<file path="src/hw/rtl/booke_tlb_translate_manage_assert.svh">
// Assertion helpers for the translation table.
`ifndef BOOKE_TLB_TRANSLATE_MANAGE_ASSERT_SVH
`define BOOKE_TLB_TRANSLATE_MANAGE_ASSERT_SVH

// Consequent checked in the same cycle.
`define BTLB_ASSERT_SAME(label, clk, rst, ante, cons) \
  label: assert property (@(posedge clk) disable iff (rst) (ante) |-> (cons)) \
    else $error("translation table check failed");

// Consequent checked in the cycle after the antecedent.
`define BTLB_ASSERT_NEXT(label, clk, rst, ante, cons) \
  label: assert property (@(posedge clk) disable iff (rst) (ante) |=> (cons)) \
    else $error("translation table check failed");

`endif

</file>
<file path="src/hw/rtl/btlb_pkg.sv">
`timescale 1ns / 1ps
`default_nettype none

package btlb_pkg;

  localparam int SETS0    = 32;
  localparam int WAYS0    = 4;
  localparam int ENTRIES1 = 16;

  localparam int DEPTH0 = SETS0 * WAYS0;
  localparam int TOTAL  = DEPTH0 + ENTRIES1;
  localparam int IDX0_W = (DEPTH0 > 1) ? $clog2(DEPTH0) : 1;
  localparam int IDX1_W = (ENTRIES1 > 1) ? $clog2(ENTRIES1) : 1;
  localparam int SCAN_W = $clog2(TOTAL + 1);
  localparam int WAY_W  = (WAYS0 > 1) ? $clog2(WAYS0) : 1;

  localparam int TAG_W  = 33;  // size, space, pid, epn
  localparam int DATA_W = 41;  // perms, attributes, ra page
  localparam int WORD_W = TAG_W + DATA_W;

  typedef enum logic [2:0] {
    OP_TRANSLATE = 3'd0,
    OP_WRITE     = 3'd1,
    OP_READ      = 3'd2,
    OP_SEARCH    = 3'd3,
    OP_INVAL     = 3'd4
  } opcode_t;

  typedef enum logic [2:0] {
    K_TRANS,
    K_SEARCH,
    K_WRITE,
    K_READ,
    K_INV_ONE,
    K_INV_ALL,
    K_NOP
  } kind_t;

  localparam logic [2:0] ST_OK    = 3'd0;
  localparam logic [2:0] ST_MISS  = 3'd1;
  localparam logic [2:0] ST_EXEC  = 3'd2;
  localparam logic [2:0] ST_WRITE = 3'd3;
  localparam logic [2:0] ST_READ  = 3'd4;

  // boot page in entry 0 of the fully associative array
  localparam logic [TAG_W-1:0]  BOOT_TAG  = {4'd1, 1'b0, 8'h00, 20'hfffff};
  localparam logic [DATA_W-1:0] BOOT_DATA = {6'b000111, 11'h008, 24'h0fffff};

  typedef struct packed {
    kind_t       kind;
    logic        sel_ok;
    logic [31:0] addr;
    logic        space;
    logic [7:0]  pid;
    logic [3:0]  access;
    logic        tsel;
    logic [3:0]  esel;
    logic [23:0] ra_page;
    logic [3:0]  size;
    logic [1:0]  flags;
    logic [10:0] attr;
    logic [5:0]  perms;
  } req_t;

  typedef struct packed {
    logic        valid;
    req_t        req;
  } fe_bk_t;

  typedef struct packed {
    logic        busy;
    logic        fin;
  } bk_stat_t;

  typedef struct packed {
    logic [2:0]  status;
    logic [35:0] real_addr;
    logic [3:0]  size_code;
    logic [10:0] attr;
    logic [1:0]  flags;
    logic        found_array;
    logic [3:0]  found_index;
    logic [19:0] ea_page;
    logic [7:0]  pid;
    logic        space;
    logic [5:0]  perms;
    logic [23:0] ra_page;
  } res_t;

endpackage

`default_nettype wire

</file>
<file path="src/hw/rtl/btlb_front.sv">
`timescale 1ns / 1ps
`default_nettype none

module btlb_front (
  input  logic                clk,
  input  logic                rst,
  input  logic                push,
  output logic                full,
  input  logic [2:0]          opcode,
  input  logic [31:0]         addr,
  input  logic                space,
  input  logic [7:0]          pid,
  input  logic [3:0]          access,
  input  logic                tlb_select,
  input  logic [3:0]          entry_select,
  input  logic [23:0]         ra_page,
  input  logic [3:0]          size_code,
  input  logic [1:0]          entry_flags,
  input  logic [10:0]         page_attributes,
  input  logic [5:0]          permissions,
  output btlb_pkg::fe_bk_t    q,
  input  logic                q_pop
);
  import btlb_pkg::*;

  req_t       req_in;
  req_t       slot [2];
  logic       wp;
  logic       rp;
  logic [1:0] cnt;
  logic       push_ok;
  logic       pop_ok;

  // classify the request
  always_comb begin
    req_in.addr    = addr;
    req_in.space   = space;
    req_in.pid     = pid;
    req_in.access  = access;
    req_in.tsel    = tlb_select;
    req_in.esel    = entry_select;
    req_in.ra_page = ra_page;
    req_in.size    = size_code;
    req_in.flags   = entry_flags;
    req_in.attr    = page_attributes;
    req_in.perms   = permissions;
    req_in.sel_ok  = tlb_select ? (32'(entry_select) < ENTRIES1)
                                : (32'(entry_select) < WAYS0);
    unique case (opcode)
      OP_TRANSLATE: req_in.kind = K_TRANS;
      OP_WRITE:     req_in.kind = K_WRITE;
      OP_READ:      req_in.kind = K_READ;
      OP_SEARCH:    req_in.kind = K_SEARCH;
      OP_INVAL:     req_in.kind = addr[2] ? K_INV_ALL : K_INV_ONE;
      default:      req_in.kind = K_NOP;
    endcase
  end

  assign full    = (cnt == 2'd2);
  assign push_ok = push && !full;
  assign pop_ok  = q_pop && q.valid;
  assign q.valid = (cnt != 2'd0);
  assign q.req   = slot[rp];

  always_ff @(posedge clk) begin
    if (rst) begin
      wp  <= 1'b0;
      rp  <= 1'b0;
      cnt <= 2'd0;
    end else begin
      if (push_ok) begin
        wp <= ~wp;
      end
      if (pop_ok) begin
        rp <= ~rp;
      end
      if (push_ok && !pop_ok) begin
        cnt <= cnt + 2'd1;
      end else if (!push_ok && pop_ok) begin
        cnt <= cnt - 2'd1;
      end
    end
  end

  always_ff @(posedge clk) begin
    if (push_ok) begin
      slot[wp] <= req_in;
    end
  end

endmodule

`default_nettype wire

</file>
<file path="config.mk">
export PLATFORM = sky130hd
export DESIGN_NAME = btlb_front
export DESIGN_NICKNAME = d
export VERILOG_FILES = /design/src/hw/rtl/booke_tlb_translate_manage_assert.svh /design/src/hw/rtl/btlb_pkg.sv /design/src/hw/rtl/btlb_front.sv
export SDC_FILE = /design/constraint.sdc
export NUM_CORES = 1
export LEC_CHECK = 0
export BUFFER_PORTS_ARGS = -buffer_cell sky130_fd_sc_hd__buf_2
export CAP_MARGIN = 20
export CORE_MARGIN = 2
export CORE_UTILIZATION = 40
export DETAILED_ROUTE_END_ITERATION = 10
export GPL_TIMING_DRIVEN = 1
export PLACE_DENSITY = 0.68
export SYNTH_ARGS = -nofsm -noshare
export SYNTH_HDL_FRONTEND = slang
export SYNTH_SLANG_ARGS = --single-unit
</file>
<file path="constraint.sdc">
create_clock -name clk -period 5 [get_ports clk]
set_input_delay 1 -clock clk [delete_from_list [all_inputs] [get_ports clk]]
set_output_delay 1 -clock clk [all_outputs]
set_load 0.02 [all_outputs]
</file>
==> impl_results.md <==
* Max Clock Freq at approximately 0.28 GHz
* H-tree Lvls at 1
* Gate power share at 24.7%
* Worst-path maximum fanout at 74
* Post-synthesis mux area share at ~15%
* Overflow after GRT at 0
* Final hold slack at around 0.5 ns
* Synth Area in Compound Gates at less than 1%
* Clock Power Share at 30.6%
* Met1 usage at between 10% and 20%
* MaxCap Viol Count at 0
* Share of cells above drive strength 1 at about three fifths
* Int Power at about 3700 uW
* WL/cell at 17.3 um
* Max-slew headroom at between 30% and 40%
* Net Sw Power at ~1500 uW
* Port Buf Inserts at 206
* 1st-iter DRT viols at around 150
* CTS sink count at 207
* Worst setup margin at 1.42 ns
* Final period util at around 72%
* Setup TNS at 0 ns
* Met3 usage in global routing at around 4.5%
* Synth top cells by count: edfxtp_1, mux2_2, buf_6
* Vias/cell at 4.77
* Dominant synthesized flop cell: edfxtp_1
* Sequential-to-total area share from yosys stat at 81.4%
* Count leader, synth: edfxtp_1
* Detailed Route WL at roughly 14 mm
* Post-synth top area cell: edfxtp_1
* CTS clk-pin slew, worst paths at around 0.060 ns
* CTS Hold Bufs at 0
* CTS tree: done
* Fin crit period at roughly 3.6 ns
* Final setup fails at 0
* Die Area at about 20,000 sq um
* FP Rows at 50
* Switch share at 28.8%
* Critical path capture point type: primary output
* Status: complete, no violations
* Clk_lat worst skew at 0.49 ns
* Grt met2 use at a little under a quarter
* Synth Instances at 345
* Worst-Margin Slew at about 1.0 ns
* Critical Path RT at 4.00 ns
* Post-Synth XOR/XNOR Area at less than 1%
* Busiest layer in global routing: met2
* Setup WS pre-CTS at ~1.9 ns
* IO Count at slightly above 200
* Bufs on Longest Clock Path at 3
* Top cells by area, synth: edfxtp_1, mux2_2, buf_6
* Post-route clock skew at around 0.016 ns
* First-pass GRT wire length at between 20 and 25 mm
* Unique masters post-synth at 20
* Setup Buffers After CTS at 0
* Pins Over Slew Limit at 0
* Adder-Cell Fraction of Synth Area at less than 1%
* Die Span X at around 140 um
* P per Cell Area at between 500 and 600 nW/um^2
* DRT Pass-1 Iters at 4
* Initial antenna violation count at 1
* Largest net degree at the start of global routing at 82
* Largest family of logic cells by synthesized area: multiplexers
* Gr usage total at a little over an eighth
* CP startpoint kind: register
* Routed vias at 3,894
* Starting Density at between 40 and 50%
* Post-synth top area share at between 80% and 90%
* Layout Area Growth over Synthesis at 26.3%
* Total number of yosys warnings at 0
* Nets at 674
* GP Congestion at roughly 0.7
* Hpwl dp at between 9 and 10 mm
* Antenna-violating nets left at 0
* Final hold viol count at 0
* Sequential power share at between 40% and 50%
* Post-Synth Simple-Gate Area at less than 1%
* Cell Area, Synth at about 7600 sq um
* WS Path Type: reg -> out
* Remaining DRCs at 0
* P_leak at 0.00357 uW
* FF+latch count, synth at between 200 and 250
* Root buffer cell: clkbuf_16
* RSZ-0062 raised after global routing: no
* Min-delay worst type: reg -> reg
* PostCTS Resize Cnt at 0
* Data arrival, critical path at around 2.6 ns
* Die H at between 100 and 150 um
* Ys async rst share at 0%
* Core area at between 15,000 and 20,000 sq um
* Vias in the first global route at 4,139
* TritonCTS Buffers at 22
* Synth Net Count at 450
* Syn avg cell area at 21.9 sq um
* Post-synth EDFFs at 202
* Maximum VDD drop at ~0.48 mV
[metal layers]
| metal | up-vias | part of all wire (%) |
|---|---|---|
| li1 | 1817 | - |
| met1 | 1895 | 39 |
| met2 | 161 | 52 |
| met3 | 21 | 8.3 |
| met4 | 0 | 1.4 |
| met5 | - | 0 |
[layout make-up]
cell class / count / area [sq um]
well taps: 234 / 293
flip-flops and latches: 207 / 6170
inverters: 2 / 10.0
multi-input cells: 124 / 1280
diodes: 1 / 2.50
clock inverters: 13 / 138
clock buffers: 24 / 579
repair buffers: 212 / 1090
fillers: 1542 / 9080
[state kept, by name, summed over array words and instances (netlist names), named ones only]
signal / flops
cnt: 2
rp: 1
slot: 202
wp: 1
[path summary, 6_finish.rpt]
path / start / end / slack (ns) / cells after the start
max: register / q[87] / 1.42 / 3
min reg2reg: wp$_SDFFE_PP0P_ / wp$_SDFFE_PP0P_ / 0.51 / 2
min: wp$_SDFFE_PP0P_ / wp$_SDFFE_PP0P_ / 0.51 / 2
max reg2reg: cnt[1]$_SDFFE_PP0P_ / slot[1][10]$_DFFE_PP_ / 2.68 / 4
[worst max-delay path: stages (launching register included)]
cell and delay (ns):
dfxtp_4 0.98, buf_4 0.49, mux2_2 0.39, buf_2 0.16
[power groups by stage]
stage | sequential (uW) | clock, uW | combinational [uW]
after floorplan | 2270 | 0 | 983
after global placement | 2350 | 0 | 1260
after detailed placement | 2360 | 0 | 1280
after CTS | 2330 | 1640 | 1290
after global routing | 2350 | 1690 | 1370
final | 2320 | 1590 | 1280
[cells in the final DEF (no fill, tap or decap), drive strengths merged]
cell type  synthesis  routed
o21bai             1       1
a31o               1       1
ha                 1       1
mux2             101     101
dfxtp              5       5
inv                2       2
and2               1       1
clkinv             0      10
bufinv             0       3
or3                2       2
or2                1       1
o21ai              3       3
clkbuf             1      24
buf               11     212
edfxtp           202     202
nor2               5       5
xor2               3       3
a21oi              3       3
nor2b              2       2
diode              0       1
[stage by stage]
step / utilization (%) / power, uW / instance area [sq um] / cells
2_1_floorplan: - / 3260 / 7570 / 345
3_3_place_gp: 47.3 / 3610 / 8820 / 778
3_5_place_dp: 47.3 / 3640 / 8820 / 778
4_1_cts: 51.2 / 5250 / 9540 / 815
5_1_grt: 51.3 / 5410 / 9560 / 817
6_report: 51.3 / 5190 / 9560 / 817
[kinds of logic (layout without fill, tap and decap cells)]
family	Yosys count	in the layout
fa+ha+maj	1	1
simple gates	11	11
other cells	0	1
buf+inv	14	251
compound gates	8	8
xor+xnor	3	3
mux	101	101
flops	207	207
Note: power is estimated with default switching activity, not from simulation.
